<file path="config.mk">
export PLATFORM = sky130hd
export DESIGN_NAME = framed_can_envelope_deframer_unit
export DESIGN_NICKNAME = d
export VERILOG_FILES = /design/src/fcdu_pkg.sv /design/src/fcdu_ctrl.sv /design/src/fcdu_datapath.sv /design/src/framed_can_envelope_deframer_unit.sv
export VERILOG_INCLUDE_DIRS = /design/src /design/src/src
export SDC_FILE = /design/constraint.sdc
export NUM_CORES = 1
export LEC_CHECK = 0
export ABC_AREA = 1
export BUFFER_PORTS_ARGS = -buffer_cell sky130_fd_sc_hd__buf_2
export CAP_MARGIN = 30
export CORE_AREA = 2 2 215 217
export DETAILED_ROUTE_END_ITERATION = 8
export DIE_AREA = 0 0 217 219
export GPL_TIMING_DRIVEN = 0
export HOLD_SLACK_MARGIN = 0.15
export PLACE_DENSITY = 0.84
export SLEW_MARGIN = 20
export SYNTH_ARGS = -nofsm -noshare
export SYNTH_HDL_FRONTEND = slang
export SYNTH_SLANG_ARGS = --single-unit
</file>
<file path="constraint.sdc">
create_clock -name i_clk -period 3.4 [get_ports i_clk]
set_input_delay 0.68 -clock i_clk [delete_from_list [all_inputs] [get_ports i_clk]]
set_output_delay 0.68 -clock i_clk [all_outputs]
set_load 0.02 [all_outputs]
</file>
<file path="src/framed_can_envelope_deframer_unit_macros.svh">
// ----------------------------------------------------------------------------
// Framed CAN envelope deframer: assertion macros
// Shared concurrent assertion macros. They compile to nothing for synthesis.
// ----------------------------------------------------------------------------
`ifndef FRAMED_CAN_ENVELOPE_DEFRAMER_UNIT_MACROS_SVH
`define FRAMED_CAN_ENVELOPE_DEFRAMER_UNIT_MACROS_SVH
`ifndef SYNTHESIS
// The consequent must hold in the same cycle as the antecedent.
`define FCDU_ASSERT_IMPLY(label, clk, rst_n, ante, cons) \
    label: assert property (@(posedge clk) disable iff (!rst_n) (ante) |-> (cons)) \
        else $error("fcdu: implication check failed");
// The expression must never be true out of reset.
`define FCDU_ASSERT_NEVER(label, clk, rst_n, expr) \
    label: assert property (@(posedge clk) disable iff (!rst_n) !(expr)) \
        else $error("fcdu: forbidden condition seen");
`else
`define FCDU_ASSERT_IMPLY(label, clk, rst_n, ante, cons)
`define FCDU_ASSERT_NEVER(label, clk, rst_n, expr)
`endif
`endif

</file>
<file path="src/fcdu_pkg.sv">
// ----------------------------------------------------------------------------
// fcdu_pkg
// Constants and controller/datapath interface types of the envelope deframer.
// ----------------------------------------------------------------------------
`default_nettype none

package fcdu_pkg;

    // Header bytes that open every envelope.
    localparam logic [7:0] HDR_CA = 8'hCA;
    localparam logic [7:0] HDR_FD = 8'hFD;

    // Identifier bytes after the header, and bytes fed back on a rejected header.
    localparam int unsigned ID_BYTES     = 4;
    localparam int unsigned REPLAY_STEPS = 5;

    // Longest payload of a classic frame; longer ones need the flexible format.
    localparam int unsigned CLASSIC_LEN = 8;

    // Commands from the controller to the datapath.
    typedef struct packed {
        logic feed_replay;    // compare/shift the replay byte instead of the input
        logic id_clear;
        logic id_shift;
        logic cnt_clear;
        logic cnt_inc;
        logic len_load;
        logic replay_load;
        logic replay_shift;
        logic mem_write;
        logic idx_clear;
        logic idx_inc;
        logic rd_issue;
        logic out_load_data;
        logic out_load_empty;
    } t_dp_cmd;

    // Status from the datapath to the controller.
    typedef struct packed {
        logic feed_is_ca;
        logic feed_is_fd;
        logic len_over;
        logic len_zero;
        logic id_done;
        logic pay_done;
        logic emit_last;
        logic out_free;
    } t_dp_sts;

endpackage

`default_nettype wire

</file>
<file path="src/fcdu_ctrl.sv">
// ----------------------------------------------------------------------------
// fcdu_ctrl
// Parser and sequencer state machine: header hunt, identifier, length and
// payload gathering, header rescan on a bad length, and result emission.
// ----------------------------------------------------------------------------
`default_nettype none
`include "framed_can_envelope_deframer_unit_macros.svh"

module fcdu_ctrl
    import fcdu_pkg::*;
(
    input  wire logic    i_clk,
    input  wire logic    i_rst_n,
    input  wire logic    i_in_valid,
    output logic         o_in_stall,
    input  wire t_dp_sts i_sts,
    output t_dp_cmd      o_cmd
);

    typedef enum logic [2:0] {
        PH_HUNT,
        PH_GOT_CA,
        PH_ID,
        PH_LEN,
        PH_PAYLOAD
    } t_phase;

    typedef enum logic [2:0] {
        ST_RUN,
        ST_REPLAY,
        ST_EMPTY,
        ST_RD,
        ST_LD
    } t_state;

    localparam logic [2:0] REPLAY_LAST = 3'(REPLAY_STEPS - 1);

    t_state     r_state, n_state;
    t_phase     r_phase, n_phase;
    logic [2:0] r_rcnt, n_rcnt;
    logic       w_acc;
    logic       w_feed;

    // Input bytes are taken only while the parser runs.
    assign o_in_stall = (r_state != ST_RUN);
    assign w_acc      = i_in_valid && (r_state == ST_RUN);

    // Next-state and command decode.
    always_comb begin
        n_state = r_state;
        n_phase = r_phase;
        n_rcnt  = r_rcnt;
        o_cmd   = '0;
        w_feed  = 1'b0;

        unique case (r_state)
            ST_RUN: begin
                if (w_acc) begin
                    unique case (r_phase)
                        PH_LEN: begin
                            o_cmd.cnt_clear = 1'b1;
                            if (i_sts.len_over) begin
                                // Bad length: rescan the identifier and length bytes.
                                o_cmd.replay_load = 1'b1;
                                n_phase           = PH_HUNT;
                                n_rcnt            = '0;
                                n_state           = ST_REPLAY;
                            end else begin
                                o_cmd.len_load = 1'b1;
                                if (i_sts.len_zero) begin
                                    n_phase = PH_HUNT;
                                    n_state = ST_EMPTY;
                                end else begin
                                    n_phase = PH_PAYLOAD;
                                end
                            end
                        end
                        PH_PAYLOAD: begin
                            o_cmd.mem_write = 1'b1;
                            o_cmd.cnt_inc   = 1'b1;
                            if (i_sts.pay_done) begin
                                o_cmd.cnt_inc   = 1'b0;
                                o_cmd.cnt_clear = 1'b1;
                                o_cmd.idx_clear = 1'b1;
                                n_phase         = PH_HUNT;
                                n_state         = ST_RD;
                            end
                        end
                        default: begin
                            w_feed = 1'b1;
                        end
                    endcase
                end
            end
            ST_REPLAY: begin
                w_feed             = 1'b1;
                o_cmd.feed_replay  = 1'b1;
                o_cmd.replay_shift = 1'b1;
                n_rcnt             = r_rcnt + 3'd1;
                if (r_rcnt == REPLAY_LAST) begin
                    n_rcnt  = '0;
                    n_state = ST_RUN;
                end
            end
            ST_EMPTY: begin
                if (i_sts.out_free) begin
                    o_cmd.out_load_empty = 1'b1;
                    n_state              = ST_RUN;
                end
            end
            ST_RD: begin
                o_cmd.rd_issue = 1'b1;
                n_state        = ST_LD;
            end
            ST_LD: begin
                if (i_sts.out_free) begin
                    o_cmd.out_load_data = 1'b1;
                    o_cmd.idx_inc       = 1'b1;
                    n_state             = i_sts.emit_last ? ST_RUN : ST_RD;
                end
            end
            default: begin
                n_state = ST_RUN;
            end
        endcase

        // One header hunt or identifier step, from the input byte or the replay byte.
        if (w_feed) begin
            unique case (r_phase)
                PH_GOT_CA: begin
                    if (i_sts.feed_is_fd) begin
                        n_phase         = PH_ID;
                        o_cmd.id_clear  = 1'b1;
                        o_cmd.cnt_clear = 1'b1;
                    end else if (!i_sts.feed_is_ca) begin
                        n_phase = PH_HUNT;
                    end
                end
                PH_ID: begin
                    o_cmd.id_shift = 1'b1;
                    if (i_sts.id_done) begin
                        o_cmd.cnt_clear = 1'b1;
                        n_phase         = PH_LEN;
                    end else begin
                        o_cmd.cnt_inc = 1'b1;
                    end
                end
                default: begin
                    n_phase = i_sts.feed_is_ca ? PH_GOT_CA : PH_HUNT;
                end
            endcase
        end
    end

    // State registers.
    always_ff @(posedge i_clk) begin
        if (!i_rst_n) begin
            r_state <= ST_RUN;
            r_phase <= PH_HUNT;
            r_rcnt  <= '0;
        end else begin
            r_state <= n_state;
            r_phase <= n_phase;
            r_rcnt  <= n_rcnt;
        end
    end

    // A rescan holds at most three identifier bytes, so it never reaches a length.
    `FCDU_ASSERT_IMPLY(a_replay_no_len, i_clk, i_rst_n, r_state == ST_REPLAY, r_phase == PH_HUNT || r_phase == PH_GOT_CA || r_phase == PH_ID)
    `FCDU_ASSERT_NEVER(a_replay_cnt_range, i_clk, i_rst_n, r_rcnt > REPLAY_LAST)
    `FCDU_ASSERT_IMPLY(a_empty_hunts, i_clk, i_rst_n, r_state == ST_EMPTY || r_state == ST_RD || r_state == ST_LD, r_phase == PH_HUNT)

endmodule

`default_nettype wire

</file>
<file path="src/fcdu_datapath.sv">
// ----------------------------------------------------------------------------
// fcdu_datapath
// Identifier, length and counters, rescan shift register, payload memory and
// the output register.
// ----------------------------------------------------------------------------
`default_nettype none
`include "framed_can_envelope_deframer_unit_macros.svh"

module fcdu_datapath
    import fcdu_pkg::*;
#(
    parameter int MAX_PAYLOAD = 64
) (
    input  wire logic        i_clk,
    input  wire logic        i_rst_n,
    input  wire logic [7:0]  i_in_byte,
    input  wire t_dp_cmd     i_cmd,
    output t_dp_sts          o_sts,
    input  wire logic        i_out_stall,
    output logic             o_out_valid,
    output logic [31:0]      o_can_id,
    output logic [6:0]       o_frame_size,
    output logic [5:0]       o_byte_index,
    output logic [7:0]       o_data_byte,
    output logic             o_byte_present,
    output logic             o_needs_fd,
    output logic             o_last
);

    localparam int CW = $clog2(MAX_PAYLOAD + 1);
    localparam int AW = $clog2(MAX_PAYLOAD);
    localparam logic [7:0] MAX_LEN = 8'(MAX_PAYLOAD);

    logic [31:0]   r_id;
    logic [CW-1:0] r_len;
    logic [CW-1:0] r_cnt;
    logic [CW-1:0] r_idx;
    logic [39:0]   r_rep;
    logic [7:0]    r_mem [MAX_PAYLOAD];
    logic [7:0]    r_rd_data;
    logic [7:0]    w_feed;
    logic [7:0]    w_len8;
    logic [7:0]    w_idx8;
    logic          w_out_load;

    logic          r_valid;
    logic [31:0]   r_o_id;
    logic [6:0]    r_o_len;
    logic [5:0]    r_o_idx;
    logic [7:0]    r_o_data;
    logic          r_o_present;
    logic          r_o_fd;
    logic          r_o_last;

    // Byte under test: the received byte, or the head of the rescan register.
    assign w_feed = i_cmd.feed_replay ? r_rep[39:32] : i_in_byte;
    assign w_len8 = 8'(r_len);
    assign w_idx8 = 8'(r_idx);

    // Any load of the output register.
    assign w_out_load = i_cmd.out_load_data || i_cmd.out_load_empty;

    // Status toward the controller.
    always_comb begin
        o_sts.feed_is_ca = (w_feed == HDR_CA);
        o_sts.feed_is_fd = (w_feed == HDR_FD);
        o_sts.len_over   = (i_in_byte > MAX_LEN);
        o_sts.len_zero   = (i_in_byte == 8'd0);
        o_sts.id_done    = (r_cnt == CW'(ID_BYTES - 1));
        o_sts.pay_done   = (({1'b0, r_cnt} + (CW + 1)'(1)) >= {1'b0, r_len});
        o_sts.emit_last  = (({1'b0, r_idx} + (CW + 1)'(1)) == {1'b0, r_len});
        o_sts.out_free   = !r_valid || !i_out_stall;
    end

    // Counters.
    always_ff @(posedge i_clk) begin
        if (!i_rst_n) begin
            r_cnt <= '0;
            r_idx <= '0;
        end else begin
            if (i_cmd.cnt_clear) begin
                r_cnt <= '0;
            end else if (i_cmd.cnt_inc) begin
                r_cnt <= r_cnt + CW'(1);
            end
            if (i_cmd.idx_clear) begin
                r_idx <= '0;
            end else if (i_cmd.idx_inc) begin
                r_idx <= r_idx + CW'(1);
            end
        end
    end

    // Identifier, length and rescan registers.
    always_ff @(posedge i_clk) begin
        if (!i_rst_n) begin
            r_id  <= '0;
            r_len <= '0;
        end else begin
            if (i_cmd.id_clear) begin
                r_id <= '0;
            end else if (i_cmd.id_shift) begin
                r_id <= {r_id[23:0], w_feed};
            end
            if (i_cmd.len_load) begin
                r_len <= CW'(i_in_byte);
            end
        end
    end

    always_ff @(posedge i_clk) begin
        if (i_cmd.replay_load) begin
            r_rep <= {r_id, i_in_byte};
        end else if (i_cmd.replay_shift) begin
            r_rep <= {r_rep[31:0], 8'd0};
        end
    end

    // Payload memory with registered read.
    always_ff @(posedge i_clk) begin
        if (i_cmd.mem_write) begin
            r_mem[r_cnt[AW-1:0]] <= i_in_byte;
        end
        if (i_cmd.rd_issue) begin
            r_rd_data <= r_mem[r_idx[AW-1:0]];
        end
    end

    // Output register: valid flag.
    always_ff @(posedge i_clk) begin
        if (!i_rst_n) begin
            r_valid <= 1'b0;
        end else if (i_cmd.out_load_data || i_cmd.out_load_empty) begin
            r_valid <= 1'b1;
        end else if (!i_out_stall) begin
            r_valid <= 1'b0;
        end
    end

    // Output register: payload.
    always_ff @(posedge i_clk) begin
        if (i_cmd.out_load_data || i_cmd.out_load_empty) begin
            r_o_id      <= r_id;
            r_o_len     <= w_len8[6:0];
            r_o_fd      <= (w_len8 > 8'(CLASSIC_LEN));
            r_o_idx     <= i_cmd.out_load_data ? w_idx8[5:0] : 6'd0;
            r_o_data    <= i_cmd.out_load_data ? r_rd_data : 8'd0;
            r_o_present <= i_cmd.out_load_data;
            r_o_last    <= i_cmd.out_load_empty || o_sts.emit_last;
        end
    end

    assign o_out_valid    = r_valid;
    assign o_can_id       = r_o_id;
    assign o_frame_size   = r_o_len;
    assign o_byte_index   = r_o_idx;
    assign o_data_byte    = r_o_data;
    assign o_byte_present = r_o_present;
    assign o_needs_fd     = r_o_fd;
    assign o_last         = r_o_last;

    // A waiting result is never overwritten.
    `FCDU_ASSERT_IMPLY(a_load_when_free, i_clk, i_rst_n, w_out_load, !r_valid || !i_out_stall)
    // Payload writes stay inside the memory.
    `FCDU_ASSERT_IMPLY(a_write_in_range, i_clk, i_rst_n, i_cmd.mem_write, r_cnt < CW'(MAX_PAYLOAD))
    // Identifier gathering stops after four bytes.
    `FCDU_ASSERT_IMPLY(a_id_count, i_clk, i_rst_n, i_cmd.id_shift, r_cnt < CW'(ID_BYTES))

endmodule

`default_nettype wire

</file>
<file path="src/framed_can_envelope_deframer_unit.sv">
// ----------------------------------------------------------------------------
// framed_can_envelope_deframer_unit
// Hunts for the 0xCA 0xFD header in a byte stream, gathers identifier, length
// and payload, and emits one result per payload byte of each valid frame.
//
// Input channel: one stream byte per transfer (i_in_valid / o_in_stall).
// Output channel: one result per transfer (o_out_valid / i_out_stall).
// Header, identifier, length and payload bytes are taken with no input
// stall. A length above MAX_PAYLOAD stalls the input while the identifier
// and length bytes are rescanned for a new header. After the last payload
// byte the input stalls while results go out one at a time, each by a
// memory read and then an output register load. An empty frame gives one
// result after its length byte, with no memory read. A stalled result holds
// in the output register; while it waits the block keeps taking header and
// payload bytes, and stops only when the next result is due. Reset returns
// the parser to the header hunt and drops any pending result; the payload
// memory is not cleared.
// ----------------------------------------------------------------------------
`default_nettype none

module framed_can_envelope_deframer_unit
    import fcdu_pkg::*;
#(
    parameter int MAX_PAYLOAD = 64
) (
    input  wire logic        i_clk,
    input  wire logic        i_rst_n,
    input  wire logic        i_in_valid,
    output logic             o_in_stall,
    input  wire logic [7:0]  i_in_byte,
    output logic             o_out_valid,
    input  wire logic        i_out_stall,
    output logic [31:0]      o_can_id,
    output logic [6:0]       o_frame_size,
    output logic [5:0]       o_byte_index,
    output logic [7:0]       o_data_byte,
    output logic             o_byte_present,
    output logic             o_needs_fd,
    output logic             o_last
);

    t_dp_cmd w_cmd;
    t_dp_sts w_sts;

    // Controller.
    fcdu_ctrl u_ctrl (
        .i_clk      (i_clk),
        .i_rst_n    (i_rst_n),
        .i_in_valid (i_in_valid),
        .o_in_stall (o_in_stall),
        .i_sts      (w_sts),
        .o_cmd      (w_cmd)
    );

    // Datapath.
    fcdu_datapath #(
        .MAX_PAYLOAD (MAX_PAYLOAD)
    ) u_datapath (
        .i_clk          (i_clk),
        .i_rst_n        (i_rst_n),
        .i_in_byte      (i_in_byte),
        .i_cmd          (w_cmd),
        .o_sts          (w_sts),
        .i_out_stall    (i_out_stall),
        .o_out_valid    (o_out_valid),
        .o_can_id       (o_can_id),
        .o_frame_size   (o_frame_size),
        .o_byte_index   (o_byte_index),
        .o_data_byte    (o_data_byte),
        .o_byte_present (o_byte_present),
        .o_needs_fd     (o_needs_fd),
        .o_last         (o_last)
    );

endmodule

`default_nettype wire

</file>
==> results_dict.tcl <==
set metrics [dict create \
    post-route-util_pct 68.7 \
    slew_violations 0 \
    syn_area_per_cell_um2 11.7 \
    num_vias 20594 \
    hp-class "in -> reg" \
    port_buffers 69 \
    slew_headroom_pct 27.5 \
    synth_area_um2 27600 \
    r2r_cells 9 \
    cts_max_path_buffers 3 \
    cts_tree "done" \
    grt_pass1_vias 19675 \
    postSynth.asyncResetShare_pct 0 \
    antenna_cells 0 \
    io_pins 70 \
    grt_max_degree 67 \
    drive_gt1_share_pct 12.2 \
    route.detailed.drc 1 \
    avgRoutedWirePerCell_um 25.3 \
    critical_path.max_stage_delay_ns 1.00 \
    place_area_um2 28800 \
    netlist_instances 2357 \
    start_util_pct 61.2 \
    skew_ns 0.0506 \
    min_from "i_rst_n" \
    worst_r2r_endpoint "u_datapath.r_mem[29][3]$_DFFE_PP_" \
    core_um2 45100 \
    synth_top_family_by_area "simple AND/OR/NAND/NOR gates" \
    synthSimpleGateAreaFrac_pct 12.8 \
    die_w_um 217 \
    final_cell_mix "edfxtp_1 (616), nor2_1 (418), nand2_1 (372), o21ai_0 (314), o22ai_1 (129)" \
    crit_fanout 8 \
    cts_htree_levels 3 \
    synth_warnings 0 \
    layout_commonest_cell "edfxtp_1" \
    setup_tns_ns 0 \
    fin_nets 2525 \
    outcome "finished with violations" \
    fp-row-count 78 \
    dp_slack_ns 0.121 \
    cp_cell_sequence "nor2_2, nand2_2, inv_2, nand2_2, nor2_4, inv_1, nor2_1, nand3_1, nor2_1" \
    max_freq_ghz 0.307 \
    p_leak_nw 10.7 \
    area_growth_pct 12.2 \
    yosys.area_share.xor_xnor_pct 0.0952 \
    setup_viol 0 \
    path_clk_slew_ns 0.06 \
    grt_remaining_overflow 0 \
    synth_seq_cells 679 \
    violations "design-rule violations" \
    synthMuxAreaShare_pct 0 \
    power.density_nw_per_um2 546 \
    antenna_found_initial 0 \
    hold_viol_final 0 \
    hold_buffers 0 \
    drt_iter0_drc 3807 \
    cts_buffers 67 \
    timing.rr.start "u_ctrl.r_state[0]$_SDFFE_PN0P_" \
    post-route-min-period_ns 3.26 \
    die-area_um2 47500 \
    critical_path_required_ns 3.65 \
    syn_nets 2380 \
    path_delay_family "simple AND/OR/NAND/NOR gates" \
    synth_edf_count 616 \
    postCtsSetupBuffers 0 \
    max-cap-violations 0 \
    wl_mm 79.9 \
    synth-compound-area-share_pct 11.5 \
    ys.flop_type "edfxtp_1" \
    fin_area_um2 31000 \
    synth.distinct_cells 43 \
    synthAdderAreaFrac_pct 0.499 \
    critPathKind "reg -> reg" \
    worstMarginPinSlew_ns 1.08 \
    min_to "u_datapath.r_len[6]$_SDFFE_PN0P_" \
    grt_pass1_wl_mm 117 \
    clk_latency_ns 0.64 \
    rsz0062_at_grt "no" \
    worstSetupStartpointType "flip-flop" \
    cts-resized-gates 0 \
    cp_slowest_cell "nor2_1" \
    cp-end-kind "flip-flop" \
    drtAntennaViolNets 0 \
    hold_depth 3 \
    via_per_inst 6.54 \
    groute.usage.overall_pct 33.5 \
    critPathBufInv 2 \
    root_buffer "clkbuf_16" \
    hold_ws_ns 0.385 \
    ff2ff_setup_slack_ns 0.14 \
    fp.dieH_um 219 \
    fin_crit_sh_pct 95.8 \
    hpwl_mm 50.8 \
    finalWeightedCongestion 1.11 \
    numClockSinks 679 \
    ir_drop_mv 0.788 \
    yosysSeqAreaShare_pct 71.6 \
    firstDrtPassIters 9 \
    critPathArrivalTime_ns 3.51 \
    setup_slack_ns 0.143 \
]
[cells in the mapped netlist, types with 2 or more instances]
cell      instances  share of area [%]
ha_1             11               0.50
nand3_2           6               0.22
nor2_4            3               0.12
nor3_2            2              0.073
buf_12            4               0.29
inv_1            70               0.95
o21ai_1          20               0.36
nand2_2          11               0.25
nor2_2            5               0.11
inv_4             2              0.045
nand2_4           3               0.12
o22ai_1         129                2.9
o21ai_0         314                5.7
nand2_1         373                5.1
clkinv_1          2              0.027
buf_1            11               0.15
nor3_1            5              0.091
a21oi_1          56                1.0
buf_4            11               0.30
clkbuf_1         72               0.98
nor2_1          419                5.7
buf_2            34               0.62
inv_2            12               0.16
o21ai_2          10               0.32
xor2_1            3              0.095
a21oi_2          30               0.95
dfxtp_1          63                4.6
nand3_1          42               0.76
o211ai_1          2              0.054
edfxtp_1        616                 67
nand4_1           4              0.091
[how the worst max path moves through the flow]
stage	startpoint	end	depth (start not counted)
floorplan	i_out_stall	u_datapath.o_byte_index[0]$_SDFFCE_PN0P_	6
global placement	i_in_byte[5]	u_datapath.r_rep[36]$_DFFE_PP_	7
detailed placement	i_in_valid	u_datapath.r_mem[61][3]$_DFFE_PP_	7
CTS	u_ctrl.r_state[0]$_SDFFE_PN0P_	u_datapath.r_mem[61][1]$_DFFE_PP_	9
global route	u_ctrl.r_state[0]$_SDFFE_PN0P_	u_datapath.r_mem[48][1]$_DFFE_PP_	9
finish	u_ctrl.r_state[0]$_SDFFE_PN0P_	u_datapath.r_mem[29][3]$_DFFE_PP_	9
[per-stage QoR]
step / power (mW) / instances
after floorplan: 9.51 / 2357
after global placement: 9.67 / 3026
after detailed placement: 9.69 / 3031
after CTS: 16.8 / 3149
after global routing: 17.2 / 3151
final: 16.9 / 3151
[layout make-up]
class / instances / area, um2
flip-flops and latches: 679 / 19800
inverters: 86 / 328
clock buffers: 83 / 1790
clock inverters: 35 / 367
multi-input cells: 1459 / 6880
fillers: 2990 / 14100
repair buffers: 76 / 448
well taps: 600 / 751
plain buffers: 133 / 656
[cell families (layout without fill, tap and decap cells)]
logic type,after synthesis,count (layout)
xor gates and xnor gates,3,3
adders and majority gates,11,11
and+or+nand+nor,879,879
buffers and inverters,219,413
DFF,679,679
AOI/OAI and AO/OA,566,566
[registers in the layout (all words and copies together) (netlist names)]
signal	cells
u_datapath.o_byte_present	1
u_datapath.o_data_byte	8
u_ctrl.r_rcnt	3
u_datapath.o_out_valid	1
u_datapath.r_rd_data	8
u_datapath.o_byte_index	6
u_datapath.o_can_id	32
u_ctrl.r_state	3
u_datapath.o_needs_fd	1
u_ctrl.r_phase	3
u_datapath.o_last	1
u_datapath.r_cnt	7
u_datapath.r_rep	40
u_datapath.r_id	32
u_datapath.r_idx	7
u_datapath.o_frame_size	7
u_datapath.r_len	7
u_datapath.r_mem	512
[power by group]
part	internal [mW]	total (mW)	switching, mW
logic	0.0817	0.365	0.283
registers	9.14	9.16	0.0172
clock network	4.22	7.40	3.18
total	13.4	16.9	3.48
[routing by layer]
metal	share of wire [%]	wire (um)	vias up	GRT usage, %
met4	7.8	6240	0	23.0
met5	0	0	-	0
met3	13	10600	409	7.76
met2	46	36700	1925	53.1
li1	-	-	8646	-
met1	33	26400	9614	41.2
[tightest hold or removal path: stages]
cell,delay [ns]
buf_2,0.15
o21ai_0,0.08
a21oi_1,0.05
No activity file was read; power rests on OpenSTA's default activity.
